[config.mk]
export PLATFORM = sky130hd
export DESIGN_NAME = mwm_div
export DESIGN_NICKNAME = d
export VERILOG_FILES = /design/src/hdl/mwm_pkg.sv /design/src/hdl/mwm_div.sv
export SDC_FILE = /design/constraint.sdc
export NUM_CORES = 2
export LEC_CHECK = 0
export BUFFER_PORTS_ARGS = -buffer_cell sky130_fd_sc_hd__buf_2
export CAP_MARGIN = 5
export CELL_PAD_IN_SITES_DETAIL_PLACEMENT = 1
export CELL_PAD_IN_SITES_GLOBAL_PLACEMENT = 2
export CORE_ASPECT_RATIO = 1.25
export CORE_UTILIZATION = 41
export DETAILED_ROUTE_END_ITERATION = 12
export PLACE_DENSITY = 0.89
export RECOVER_POWER = 50
export SETUP_SLACK_MARGIN = 0.15
export SYNTH_ARGS = -nofsm -noshare
export SYNTH_HDL_FRONTEND = slang
export SYNTH_SLANG_ARGS = --single-unit
[constraint.sdc]
create_clock -name clk -period 18.3 [get_ports clk]
set_input_delay 3.66 -clock clk [delete_from_list [all_inputs] [get_ports clk]]
set_output_delay 3.66 -clock clk [all_outputs]
set_load 0.01 [all_outputs]
[src/hdl/mwm_pkg.sv]
// Shared types, register indexes and the radix-16 divide step for the
// mecanum wheel speed mixer. No dependencies.
package mwm_pkg;

  localparam int CFG_IDX_W = 2;
  localparam int CFG_DATA_W = 16;

  typedef enum logic [CFG_IDX_W-1:0] {
    REG_WHEEL_SCALE = 2'd0,
    REG_TURN_RADIUS = 2'd1,
    REG_MAX_SPEED   = 2'd2
  } mwm_reg_t;

  localparam logic [15:0] WHEEL_SCALE_RST = 16'd2381;
  localparam logic [15:0] ROT_RADIUS_RST  = 16'd19661;
  localparam logic [14:0] MAX_SPEED_RST   = 15'd12288;

  localparam logic [16:0] ONE_Q16 = 17'h10000;
  localparam logic signed [19:0] OUT_MAX = 20'sh7FFFF;
  localparam logic signed [19:0] OUT_MIN = 20'sh80000;

  // one wheel's ratio job entering the divider
  typedef struct packed {
    logic [32:0] dividend;
    logic [16:0] den;
    logic        force_val;
    logic        force_one;
  } mwm_lane_t;

  // per-lane divider state between stages
  typedef struct packed {
    logic [16:0] rem;
    logic [15:0] q;
    logic [15:0] lo;
    logic [16:0] den;
    logic        force_val;
    logic        force_one;
  } mwm_dstate_t;

  typedef struct packed {
    logic [15:0] q;
    logic        force_val;
    logic        force_one;
  } mwm_quot_t;

  // data that rides alongside the divider
  typedef struct packed {
    logic signed [16:0] ta;
    logic signed [16:0] tb;
    logic signed [32:0] w;
  } mwm_side_t;

  // four restoring divide steps; returns {remainder, quotient bits}
  function automatic logic [20:0] div_step4(input logic [16:0] rem, input logic [3:0] bits,
                                            input logic [16:0] den);
    logic [17:0] t;
    logic [16:0] r;
    logic [3:0]  q;
    r = rem;
    q = 4'd0;
    for (int i = 3; i >= 0; i--) begin
      t = {r, bits[i]};
      if (t >= {1'b0, den}) begin
        t = t - {1'b0, den};
        q[i] = 1'b1;
      end
      r = t[16:0];
    end
    return {r, q};
  endfunction

endpackage

[src/hdl/mwm_div.sv]
// Four-lane pipelined restoring divider, four quotient bits per stage,
// with the side data delayed to match. Depends on mwm_pkg.
module mwm_div (
  input  logic                       clk,
  input  logic                       en,
  input  mwm_pkg::mwm_lane_t [3:0]   lanes,
  input  mwm_pkg::mwm_side_t         side_in,
  output mwm_pkg::mwm_quot_t [3:0]   quot,
  output mwm_pkg::mwm_side_t         side_out
);
  import mwm_pkg::*;

  localparam int STAGES = 4;

  mwm_dstate_t [3:0] st [STAGES];
  mwm_dstate_t [3:0] st_next [STAGES];
  mwm_side_t         sd [STAGES];

  for (genvar j = 0; j < STAGES; j++) begin : g_stage
    for (genvar l = 0; l < 4; l++) begin : g_lane
      mwm_dstate_t src;
      logic [20:0] step;
      if (j == 0) begin : g_load
        always_comb begin
          src.rem       = lanes[l].dividend[32:16];
          src.q         = 16'd0;
          src.lo        = lanes[l].dividend[15:0];
          src.den       = lanes[l].den;
          src.force_val = lanes[l].force_val;
          src.force_one = lanes[l].force_one;
        end
      end else begin : g_chain
        assign src = st[j-1][l];
      end
      always_comb begin
        step = div_step4(src.rem, src.lo[15:12], src.den);
        st_next[j][l]     = src;
        st_next[j][l].rem = step[20:4];
        st_next[j][l].q   = {src.q[11:0], step[3:0]};
        st_next[j][l].lo  = {src.lo[11:0], 4'd0};
      end
    end

    always_ff @(posedge clk) begin
      if (en) begin
        st[j] <= st_next[j];
      end
    end

    if (j == 0) begin : g_side_in
      always_ff @(posedge clk) begin
        if (en) begin
          sd[j] <= side_in;
        end
      end
    end else begin : g_side_pass
      always_ff @(posedge clk) begin
        if (en) begin
          sd[j] <= sd[j-1];
        end
      end
    end
  end

  for (genvar l = 0; l < 4; l++) begin : g_out
    assign quot[l] = '{q: st[STAGES-1][l].q, force_val: st[STAGES-1][l].force_val,
                       force_one: st[STAGES-1][l].force_one};
  end
  assign side_out = sd[STAGES-1];

endmodule

# Word-level counts from Yosys, hierarchy flattened
# Memories as Yosys holds them, arrays and structs flattened.
# Cells that the tools add are included.
# word_totals
register_bits	0
ramBits	1292
elab_cells	260
mem_count	2
# mem_list
name	words	width	rd	rd_ports_with_merged_regs	wr	line	rtl
st	4	256	4	0	4	mwm_div.sv:15	mwm_dstate_t [3:0] st [STAGES];
sd	4	67	4	0	4	mwm_div.sv:17	mwm_side_t sd [STAGES];
# classes
addsub	64
n_lt_le_gt_ge	64
mux	130
# op_table
op	count
$ge 18x17->1	64
$mux 17	64
$sub 17x17->17	64
$mux 1	66

# Longest topological paths before layout
# An unclocked memory read counts as a cell.
# logic_depth
word_depth	9
depth_mapped	55
ltp_nobuf	50

# Least setup slack after synthesis
# Ideal clock, no wire load.
# synth_timing
path_type	input to register
from	input lanes[34] in the netlist's numbering
to	memory st[0][48] in the netlist's numbering (data pin)
arrival_time_ns	13.777
path_slack_ns	4.264
cell_stages	50
path_cell_list	inv_1 -> ha_1 -> inv_1 -> fa_1 -> a21oi_1 -> o21bai_1 -> nor4_1 -> or3_1 -> o21ai_1 -> a2111o_1 -> buf_2 -> buf_1 -> nand2_1 -> o21ai_0 -> fa_1 -> nor2b_1 -> nor2_1 -> o22ai_1 -> [14 not listed] -> or2_2 -> nor4b_2 -> or2_2 -> buf_2 -> o21ai_0 -> fa_1 -> a21o_1 -> a21oi_1 -> o21bai_1 -> a21oi_1 -> o21bai_1 -> nand4_1 -> a31oi_1 -> o221ai_1 -> nor4b_2 -> a31o_2 -> buf_4 -> mux2_2
# synth_lines
element	line	rtl
start: declaration	mwm_div.sv:6	input mwm_pkg::mwm_lane_t [3:0] lanes,
end: declaration	mwm_div.sv:15	

==> flow_summary.ini <==
[drt]
vias = 74300
dr.first_iter.drc_count = 3470
dr.pass1.iters = 5
ant_nets = 0
wl_per_cell_um = 22.0
via_per_inst = 5.81
remaining_drc_errors = 0
routed_wirelength_um = 281000

[clocking]
cts_tree = done
cts_num_sinks = 964
post-cts-setup-buffer-count = 0
ctsHtreeMaxLevel = 3
clock_latency_ns = 0.81
clockBufferDepth = 3
numCtsBuffers = 106
cts_resized = 0
clkTransAtPathRegs_ns = 0.07
root_buffer = clkbuf_16
cts_hold_buffers = 0

[sta]
fin_setup_tns_ns = 0
clock.fmax_mhz = 59.4
layout_min_cycle_time_ns = 16.82
slew_viol_final = 337
tightest_slew_ns = 6.39
setup_violations = 0
min_period_over_period_pct = 91.9
slew_headroom_pct = -326
clock_skew_ns = 0.0811
hold_viol = 0
rsz0062_at_grt = false

[final_layout]
nets = 11200
drive_gt1_share_pct = 10.7
fill_cells = 24800
area_growth_pct = 10.1

[critical_path]
crit_path_start_kind = primary input
critical_path_class = in2reg
cpPeakStageDelay_ns = 0.65
cp.arrival_ns = 17.38
cpMostUsedCell = o21ai_0
slowest_stage = nand2_1
endpoint_kind = flip-flop
crit_fanout = 31
required_ns = 18.86

[run_status]
failed_checks = capacitance limit, slew limit
outcome = complete, but fails checks

[logic_synthesis]
synth-edff-count = 964
yosysSeqAreaShare_pct = 32.5
synthArstFlopShare_pct = 0
netlist.top_cell.by_area = edfxtp_1
postSynthCellCount = 9392
synthDistinctLibCells = 110
yosysWarnings = 0
synth_area_leaders = edfxtp_1 (33%), ha_1 (15%), mux2_2 (4.8%)
avgSynthCellArea_sq_um = 9.48
synth.net_count = 10800
syn_area_sq_um = 89100
synth_ff_type = edfxtp_1
yosysTopAreaCellShare_pct = 32.5
synth-seq-cells = 964

[placement]
place.gp.congestion = 0.924
io_buffers = 415
dp.final_hpwl_um = 231000

[floorplan]
num_rows = 190
design.portCount = 416
die_y_um = 523
coreArea_sq_um = 215000
initial_core_util_pct = 41.4
dieArea_sq_um = 219000
die_w_um = 419

[global_routing]
grt_start_max_net_pins = 169
grt-ovfl-total = 0
antenna_found_initial = 35
grt_usage_pct = 25.0
grt_pass1_wl_um = 436000
first_global_vias = 79100

[flow_run]
drv_cap = 5

[hold_path]
hp-class = reg2reg
## per-stage QoR
stage          cells  utilization, %  setup slack [ns]  area, sq um  hold WS, ns
6_report       12800            45.6              1.48        98100        0.354
2_1_floorplan   9392               -              4.26        89100        0.400
3_3_place_gp   12600            43.9              1.49        94500        0.400
4_1_cts        12800            45.7              1.97        98300        0.358
5_1_grt        12800            45.6             0.797        98100        0.357
3_5_place_dp   12600            43.9              1.37        94500        0.405
## cell families after synthesis
logic type,count (synthesis),synth area share (%)
fa+ha+maj,1148,16.6
flops,964,32.5
simple gates,2414,13.4
compound gates,2735,19.9
xor+xnor,789,7.76
buf+inv,848,3.69
mux,494,6.12
## final cells by class
| class | instances | area (sq um) | share of cell area, % |
|---|---|---|---|
| multi-input combinational | 7580 | 56900 | 58.0 |
| sequential | 964 | 28900 | 29.5 |
| tap | 2880 | 3600 | 3.67 |
| clock buffer | 116 | 2690 | 2.74 |
| inverter | 683 | 2570 | 2.62 |
| timing repair buffer | 468 | 2340 | 2.39 |
| clock inverter | 83 | 1020 | 1.04 |
| antenna | 13 | 32.5 | 0.0332 |
## routing by layer
metal  vias up  wire length [um]  track usage (%)
met5         -               155                0
met4        24             13700             11.5
met3       592              9600             2.96
met2      1321            146000             47.2
met1     36400            111000             27.7
li1      35900                 -                -
## synthesized netlist by cell type (all sizes together), types with 97 or more instances
cell type,instances
nand2b,157
edfxtp,964
nand3,148
nand2,637
inv,681
ha,1088
nor3,194
o21bai,97
o21ai,599
xor2,306
mux2,387
xnor2,483
nor2,575
nor2b,155
a21o,280
a21oi,814
o21a,156
mux2i,107
nand4,152
## cell usage in the layout (no fill, tap or decap), drive strengths merged, types with 34 or more instances in the layout
cell	count
o21ai	599
inv	693
o211ai	81
and3	74
nor3	194
o221ai	67
xor2	306
a31oi	77
nand2	637
nand4	152
edfxtp	964
nor2b	155
a21oi	814
mux2i	107
a21o	280
fa	60
nand2b	157
o21bai	97
ha	1088
clkbuf	233
nor4	37
a211oi	79
or2	70
o31ai	68
mux2	387
nor2	575
or3	67
nand3	148
o21a	156
clkinv	47
a21boi	40
xnor2	483
buf	351
o31a	34
and2	49
## sequential cells by signal, summed over array words and instances, names as in the netlist
signal	flops
st	696
sd	268
## worst max-delay path: cells and delay by family
| kind | cells | cell delay [ns] |
|---|---|---|
| adder cells (fa/ha/maj) | 4 | 1.91 |
| AND/OR/NAND/NOR | 11 | 2.79 |
| buffers and inverters | 5 | 1.28 |
| multiplexers | 1 | 0.42 |
| AO/OA/AOI/OAI | 26 | 7.25 |
## final timing paths
check,startpoint,to,slack [ns],cells past startpoint
min reg2reg,sd[1][40]$_DFFE_PP_,sd[2][40]$_DFFE_PP_,0.35,0
max reg2reg,st[1][67]$_DFFE_PP_,st[2][114]$_DFFE_PP_,3.57,44
max,lanes[3],st[0][49]$_DFFE_PP_,1.48,47
min,sd[1][40]$_DFFE_PP_,sd[2][40]$_DFFE_PP_,0.35,0
Power is not shown: default switching activity piles up to over one toggle a cycle in this logic, so the estimate is an artifact.
