**src/hdl/mwm_pkg.sv**
```systemverilog
// Shared types, register indexes and the radix-16 divide step for the
// mecanum wheel speed mixer. No dependencies.
package mwm_pkg;

  localparam int CFG_IDX_W = 2;
  localparam int CFG_DATA_W = 16;

  typedef enum logic [CFG_IDX_W-1:0] {
    REG_WHEEL_SCALE = 2'd0,
    REG_TURN_RADIUS = 2'd1,
    REG_MAX_SPEED   = 2'd2
  } mwm_reg_t;

  localparam logic [15:0] WHEEL_SCALE_RST = 16'd2381;
  localparam logic [15:0] ROT_RADIUS_RST  = 16'd19661;
  localparam logic [14:0] MAX_SPEED_RST   = 15'd12288;

  localparam logic [16:0] ONE_Q16 = 17'h10000;
  localparam logic signed [19:0] OUT_MAX = 20'sh7FFFF;
  localparam logic signed [19:0] OUT_MIN = 20'sh80000;

  // one wheel's ratio job entering the divider
  typedef struct packed {
    logic [32:0] dividend;
    logic [16:0] den;
    logic        force_val;
    logic        force_one;
  } mwm_lane_t;

  // per-lane divider state between stages
  typedef struct packed {
    logic [16:0] rem;
    logic [15:0] q;
    logic [15:0] lo;
    logic [16:0] den;
    logic        force_val;
    logic        force_one;
  } mwm_dstate_t;

  typedef struct packed {
    logic [15:0] q;
    logic        force_val;
    logic        force_one;
  } mwm_quot_t;

  // data that rides alongside the divider
  typedef struct packed {
    logic signed [16:0] ta;
    logic signed [16:0] tb;
    logic signed [32:0] w;
  } mwm_side_t;

  // four restoring divide steps; returns {remainder, quotient bits}
  function automatic logic [20:0] div_step4(input logic [16:0] rem, input logic [3:0] bits,
                                            input logic [16:0] den);
    logic [17:0] t;
    logic [16:0] r;
    logic [3:0]  q;
    r = rem;
    q = 4'd0;
    for (int i = 3; i >= 0; i--) begin
      t = {r, bits[i]};
      if (t >= {1'b0, den}) begin
        t = t - {1'b0, den};
        q[i] = 1'b1;
      end
      r = t[16:0];
    end
    return {r, q};
  endfunction

endpackage

```
**src/hdl/mwm_front.sv**
```systemverilog
// Front end: input register, shares and rotation product, then per-wheel
// ratio set-up for the divider. Depends on mwm_pkg.
module mwm_front (
  input  logic                       clk,
  input  logic                       en,
  input  logic                       spin_in,
  input  logic signed [15:0]         vel_forward,
  input  logic signed [15:0]         vel_right,
  input  logic signed [15:0]         yaw_rate,
  input  logic [15:0]                wheel_scale,
  input  logic [15:0]                turn_radius,
  input  logic [14:0]                max_speed,
  output mwm_pkg::mwm_lane_t [3:0]   lanes,
  output mwm_pkg::mwm_side_t         side
);
  import mwm_pkg::*;

  logic               spin1, spin2;
  logic signed [15:0] vf1, vr1, wz1;
  logic signed [16:0] ta2, tb2;
  logic signed [32:0] w2;
  mwm_lane_t [3:0]    lanes_next;

  always_ff @(posedge clk) begin
    if (en) begin
      spin1 <= spin_in;
      vf1   <= vel_forward;
      vr1   <= vel_right;
      wz1   <= yaw_rate;
      spin2 <= spin1;
      ta2   <= 17'(vf1) + 17'(vr1);
      tb2   <= 17'(vf1) - 17'(vr1);
      w2    <= $signed({1'b0, turn_radius}) * wz1;
      lanes <= lanes_next;
      side  <= '{ta: ta2, tb: tb2, w: w2};
    end
  end

  // wheel scale cancels out of the ratio; limit becomes max_speed << 14
  for (genvar l = 0; l < 4; l++) begin : g_lane
    logic signed [16:0] t;
    logic signed [34:0] rot, num, lim;
    logic [16:0]        den;
    logic               bounded;
    always_comb begin
      t   = (l == 0 || l == 3) ? ta2 : tb2;
      rot = (l == 0 || l == 2) ? 35'(w2) : -35'(w2);
      lim = $signed({6'd0, max_speed, 14'd0});
      num = t[16] ? lim + rot : lim - rot;
      den = t[16] ? 17'(-t) : 17'(t);
      bounded = spin2 && (wheel_scale != 16'd0) && (t != 17'sd0);
      lanes_next[l].dividend  = {num[30:0], 2'b00};
      lanes_next[l].den       = den;
      lanes_next[l].force_val = 1'b1;
      lanes_next[l].force_one = 1'b1;
      if (bounded) begin
        if (num[34] || num == 35'sd0) begin
          lanes_next[l].force_one = 1'b0;
        end else if (num < $signed({4'd0, den, 14'd0})) begin
          lanes_next[l].force_val = 1'b0;
        end
      end
    end
  end

endmodule

```
**config.mk**
```make
export PLATFORM = sky130hd
export DESIGN_NAME = mwm_front
export DESIGN_NICKNAME = d
export VERILOG_FILES = /design/src/hdl/mwm_pkg.sv /design/src/hdl/mwm_front.sv
export SDC_FILE = /design/constraint.sdc
export NUM_CORES = 1
export LEC_CHECK = 0
export BUFFER_PORTS_ARGS = -buffer_cell sky130_fd_sc_hd__buf_2
export CORE_MARGIN = 4
export CORE_UTILIZATION = 40
export DETAILED_ROUTE_END_ITERATION = 10
export PLACE_DENSITY = 0.64
export SYNTH_ARGS = -nofsm -noshare
export SYNTH_HDL_FRONTEND = slang
export SYNTH_SLANG_ARGS = --single-unit
```
**constraint.sdc**
```tcl
create_clock -name clk -period 8.43 [get_ports clk]
set_clock_uncertainty 0.1 [all_clocks]
set_input_delay 0.843 -clock clk [delete_from_list [all_inputs] [get_ports clk]]
set_output_delay 0.843 -clock clk [all_outputs]
set_load 0.05 [all_outputs]
```
## Yosys cells after proc, flatten, opt, wreduce, memory -nomap -nowiden

Cells that the tools add are included.

- Add/sub/neg operators: 9
- Multiply operators: 1
- $lt $le $gt $ge: 4
- Multiplexer cells: 14
- Bitwise logic cells: 2
- Reductions and logical operators: 18

Operators by type and width:

| kind | number |
|---|---|
| $logic_not 35->1 | 4 |
| $lt 35x32->1 | 4 |
| $mux 35 | 4 |
| $add 30x35->35 | 1 |
| $neg 33->35 | 1 |
| $sub 30x35->35 | 1 |
| $add 30x33->34 | 1 |
| $mux 17 | 2 |
| $neg 17->17 | 2 |
| $reduce_bool 17->1 | 2 |
| $sub 30x33->34 | 1 |
| $mul 17x16->33 | 1 |
| $add 16x16->17 | 1 |
| $sub 16x16->17 | 1 |
| $reduce_bool 16->1 | 1 |
| $mux 1 | 8 |
| $reduce_or 2->1 | 4 |
| $logic_or 1x1->1 | 4 |
| $logic_and 1x1->1 | 3 |
| $not 1->1 | 2 |

- Bits in registers: 350
- Input bits: 98
- Output and inout port bits: 275
- Word-level logic and storage cells: 73

## Logic depth before layout (Yosys ltp)

- Depth after elaboration: 6
- Gate-level depth with buffers: 34

## Worst setup path after synthesis

Ideal clock, no wire load.

- Path type: input-to-reg
- From: input port turn_radius[9]
- To: register w2[32], data pin
- Setup time: 0.260 ns
- Arrival: 7.026 ns
- Data required time: 8.070 ns
- Path slack: 1.044 ns
- Stages on the path: 24
- Buffers on the path: 1
- Cells stage by stage: clkbuf_1 -> nand2_1 -> fa_1 -> fa_1 -> fa_1 -> inv_1 -> fa_1 -> fa_1 -> inv_1 -> fa_1 -> inv_1 -> ha_1 -> and3_1 -> nand2_1 -> a21oi_1 -> a21oi_1 -> o31ai_1 -> a211oi_1 -> a2111oi_0 -> nor3_1 -> nor3_1 -> a41oi_1 -> o21bai_1 -> xnor2_1

- Longest elaborated chain between the ends: 1

RTL lines:

| element | line | text |
|---|---|---|
| start: declaration | mwm_front.sv:11 | `input logic [15:0] turn_radius,` |
| $mul 17x16->33 | mwm_front.sv:33 | `w2 <= $signed({1'b0, turn_radius}) * wz1;` |
| end signal: assignment | mwm_front.sv:33 |  |
| end: declaration | mwm_front.sv:21 | `logic signed [32:0] w2;` |

No other way between the ends.
A chain may end at the register's enable or synchronous reset.

## Final worst setup path

- From: register wz1[1]
- To: register w2[32], data pin

- Longest elaborated chain between the ends: 1

RTL lines:

| element | line | text |
|---|---|---|
| start: declaration | mwm_front.sv:19 | `logic signed [15:0] vf1, vr1, wz1;` |
| start signal: assignment | mwm_front.sv:29 | `wz1 <= yaw_rate;` |
| $mul 17x16->33 | mwm_front.sv:33 |  |

No other way between the ends.

==> summary.md <==
| Metric | Value |
|---|---|
| Outcome | `complete, no violations` |
| Total grt overflow | `0` |
| # Max-Cap Violations | `0` |
| Cell area after synthesis | `0.0297 mm2` |
| Required time reported for the critical path endpoint | `slightly below 9 ns` |
| Clock transition at the registers of the reported paths | `0.07 ns` |
| Cell type with the largest total area after synthesis | `edfxtp_1` |
| Most frequent cells after synthesis | `404 x inv_1, 342 x edfxtp_1, 282 x ha_1` |
| Number of setup buffers added after CTS | `0` |
| Final wirelength | `roughly 84 mm` |
| Number of enable flip-flop cells after synthesis | `around 340` |
| Prevailing post-synth register cell | `edfxtp_1` |
| Die extent in y | `281 um` |
| Clock root buffer | `clkbuf_16` |
| Number of distinct standard cells referenced by the synthesized netlist | `85` |
| Initial Util | `between 40% and 50%` |
| Post-route ant nets | `0` |
| Met1 capacity usage during global routing | `27.8%` |
| Router iterations before antenna repair | `6` |
| Cell with the largest stage delay on the worst path | `edfxtp_1` |
| Worst slew slack as a fraction of its limit | `between 20% and 30%` |
| Cells after Synth | `between 2000 and 3000` |
| Setup slack of the most critical reg-to-reg path | `0.71 ns` |
| Number of buffers added by the clock tree synthesis step | `between 40 and 50` |
| Dominant cells by area after synthesis | `edfxtp_1 35%, fa_1 13%, ha_1 12%` |
| Worst Max-Slew Pin Slew | `~1.2 ns` |
| Pins over their slew limit | `0` |
| Share of Yosys cell area claimed by the top area cell type | `approximately a third` |
| Post-layout min period | `roughly 7.7 ns` |
| Count of input and output buffers | `between 300 and 400` |
| Yosys warns | `0` |
| Core box area | `between 0.07 and 0.08 mm2` |
| CTS tree | `yes` |
| RSZ-0062 raised after global routing | `no` |
| DIE WIDTH | `roughly 280 um` |
| M3 GR Usage | `between 3 and 4%` |
| Hold Violations, Final | `0` |
| Count of endpoints failing setup in the final report | `0` |
| Reg-to-Reg End | `w2[32]$_DFFE_PP_` |
| Final critical-path share of the clock period | `about nine tenths` |
| Number of remaining DRC errors | `0` |
| First-pass GRT wire length | `128 mm` |
| HPWL Detailed | `67.0 mm` |
| Sequential element share of the synthesized area | `approximately a third` |
| Post-cts sizing count | `0` |
| Seq cells post-synth | `342` |
| Antenna violations before repair | `6` |
| Maximum achievable frequency | `0.129 GHz` |
| RD Place Congestion | `approximately 0.9` |
| Violation count after the first detailed-routing iteration | `1605` |
| Tightest Hold Check Type | `in -> reg` |
| Worst hold path endpoint | `vr1[6]$_DFFE_PP_` |
| Startpoint types | `flip-flop` |
| Vias in the first global route | `about 22000` |
| Rows | `slightly below 100` |
| H-tree depth | `2` |
| Min-delay src | `vel_right[6]` |
| Start-to-end type of the worst setup path | `reg -> reg` |
| Die footprint | `0.0787 mm2` |
| Via density per instance | `around 5.3` |
| Largest fanout on the critical path | `16` |
| Count of cells along the worst register-to-register path | `25` |
| Routed length per placed instance | `20.0 um` |
| Avg Synthesized Cell Area | `between 10 and 15 um2` |
| Most common cell in the netlist | `inv_1` |
| Synthesis-to-finish area growth | `12.8%` |
| IO Count | `373` |
| Worst reg2reg startpoint | `wz1[1]$_DFFE_PP_` |
| Final TNS setup | `0 ns` |
| Pin count of the biggest net entering global routing | `approximately 180` |
| Longest individual stage delay on the worst path | `between 0.8 and 0.9 ns` |
| Worst hold path stage count | `1` |
| Fraction of final layout cells sized beyond drive strength 1 | `approximately 15%` |
| Insertion delay to the later sink of the worst-skew pair | `0.60 ns` |
| Clock Path Buffers | `3` |
| Vias | `approximately 22000` |
| Cts hold-fix bufs | `0` |
| Asr flop ratio synth | `0%` |
| Busiest layer in global routing | `met2` |
| Most numerous cell on the critical path | `fa_1` |
| Routing usage on met2 | `35.9%` |
| Worst path arrival time | `7.95 ns` |
| Clock net sink count | `342` |
| Final nets | `between 3000 and 4000` |
| Endpoint type of the worst setup path | `flip-flop` |
| Tot GR Track Use | `between 20% and 30%` |
[cells by family (layout without fill, tap and decap cells)]
logic type | after synthesis | after routing | share of synthesized area [%]
AOI/OAI and AO/OA | 468 | 468 | 10.2
xor gates and xnor gates | 229 | 229 | 6.75
adders and majority gates | 481 | 481 | 25.2
buffers and inverters | 564 | 867 | 7.86
DFF | 342 | 342 | 34.5
muxes | 39 | 39 | 1.34
other | 1 | 13 | 0.0126
and+or+nand+nor | 815 | 815 | 14.1
[worst max-delay path, delay by kind of cell, from the launching register on]
kind | cells | cell delay, ns
fa+ha+maj | 7 | 3.40
compound gates | 7 | 1.53
simple gates | 5 | 1.01
flops | 1 | 0.86
buf+inv | 5 | 0.50
xor+xnor | 1 | 0.08
[sequential cells by signal, summed over array words and instances, names as in the netlist]
name and count:
wz1 16, spin2 1, w2 33, vf1 16
vr1 16, spin1 1, g_lane.t 33, side 65
lanes 161
[worst max path at each step]
| stage | from | to | slack, ns |
|---|---|---|---|
| after floorplan | turn_radius[9] | w2[32]$_DFFE_PP_ | 1.04 |
| after detailed placement | turn_radius[5] | w2[32]$_DFFE_PP_ | 0.44 |
| final | wz1[1]$_DFFE_PP_ | w2[32]$_DFFE_PP_ | 0.71 |
| after CTS | wz1[1]$_DFFE_PP_ | w2[32]$_DFFE_PP_ | 0.65 |
| after global placement | turn_radius[6] | w2[32]$_DFFE_PP_ | 0.58 |
| after global routing | wz1[1]$_DFFE_PP_ | w2[32]$_DFFE_PP_ | 0.22 |
[layer usage]
layer / routed length, um / up-vias / part of all wire, %
li1: - / 10552 / -
met1: 35900 / 10780 / 43
met2: 40600 / 746 / 48
met3: 5370 / 117 / 6.4
met4: 2340 / 4 / 2.8
met5: 27 / - / 0.032
[metrics by stage]
stage | hold WS (ns) | area [um2] | utilization (%) | cells | worst slack [ns]
final | 0.321 | 33500 | 45.7 | 4213 | 0.708
after global routing | 0.293 | 33500 | 45.7 | 4210 | 0.219
after CTS | 0.287 | 33500 | 45.7 | 4208 | 0.650
after detailed placement | 0.307 | 32200 | 43.9 | 4136 | 0.443
after global placement | 0.305 | 32200 | 43.9 | 4136 | 0.581
after floorplan | 0.300 | 29800 | - | 2946 | 1.04
[area by class of cell]
| cell class | count | area, um2 |
|---|---|---|
| clock buffers | 46 | 1040 |
| multi-input cells | 2040 | 17200 |
| well taps | 959 | 1200 |
| fillers | 6959 | 39800 |
| flip-flops and latches | 342 | 10300 |
| clock inverters | 26 | 308 |
| inverters | 406 | 1520 |
| diodes | 5 | 12.5 |
| repair buffers | 389 | 2030 |
[placed cells by master, fill, tap and decap left out, types with 9 or more instances in the layout]
cell type	synthesis	final
o21bai_1	19	19
nor3_1	62	62
o211ai_1	11	11
nand4_1	22	22
a21oi_1	130	130
and3_1	21	21
buf_4	50	24
clkbuf_16	0	41
nor4_1	30	30
edfxtp_1	342	342
ha_1	282	282
a31oi_1	20	20
inv_1	404	404
xor2_1	78	78
nand3_1	40	40
o31ai_1	19	19
xnor2_1	151	151
nand2b_1	34	34
fa_1	198	198
and2_1	126	126
a21o_1	43	43
mux2i_1	33	33
or4_1	10	10
o21ai_0	105	105
buf_2	8	363
nand2_1	224	224
a2111oi_0	9	9
o21a_1	13	13
a211oi_1	17	17
nor2_1	148	148
or3_1	31	31
nor2b_1	20	20
clkinv_1	2	10
Power is left out: the tool's default activity adds up to more than one toggle a clock period on the data nets, which glitch-free logic cannot reach.
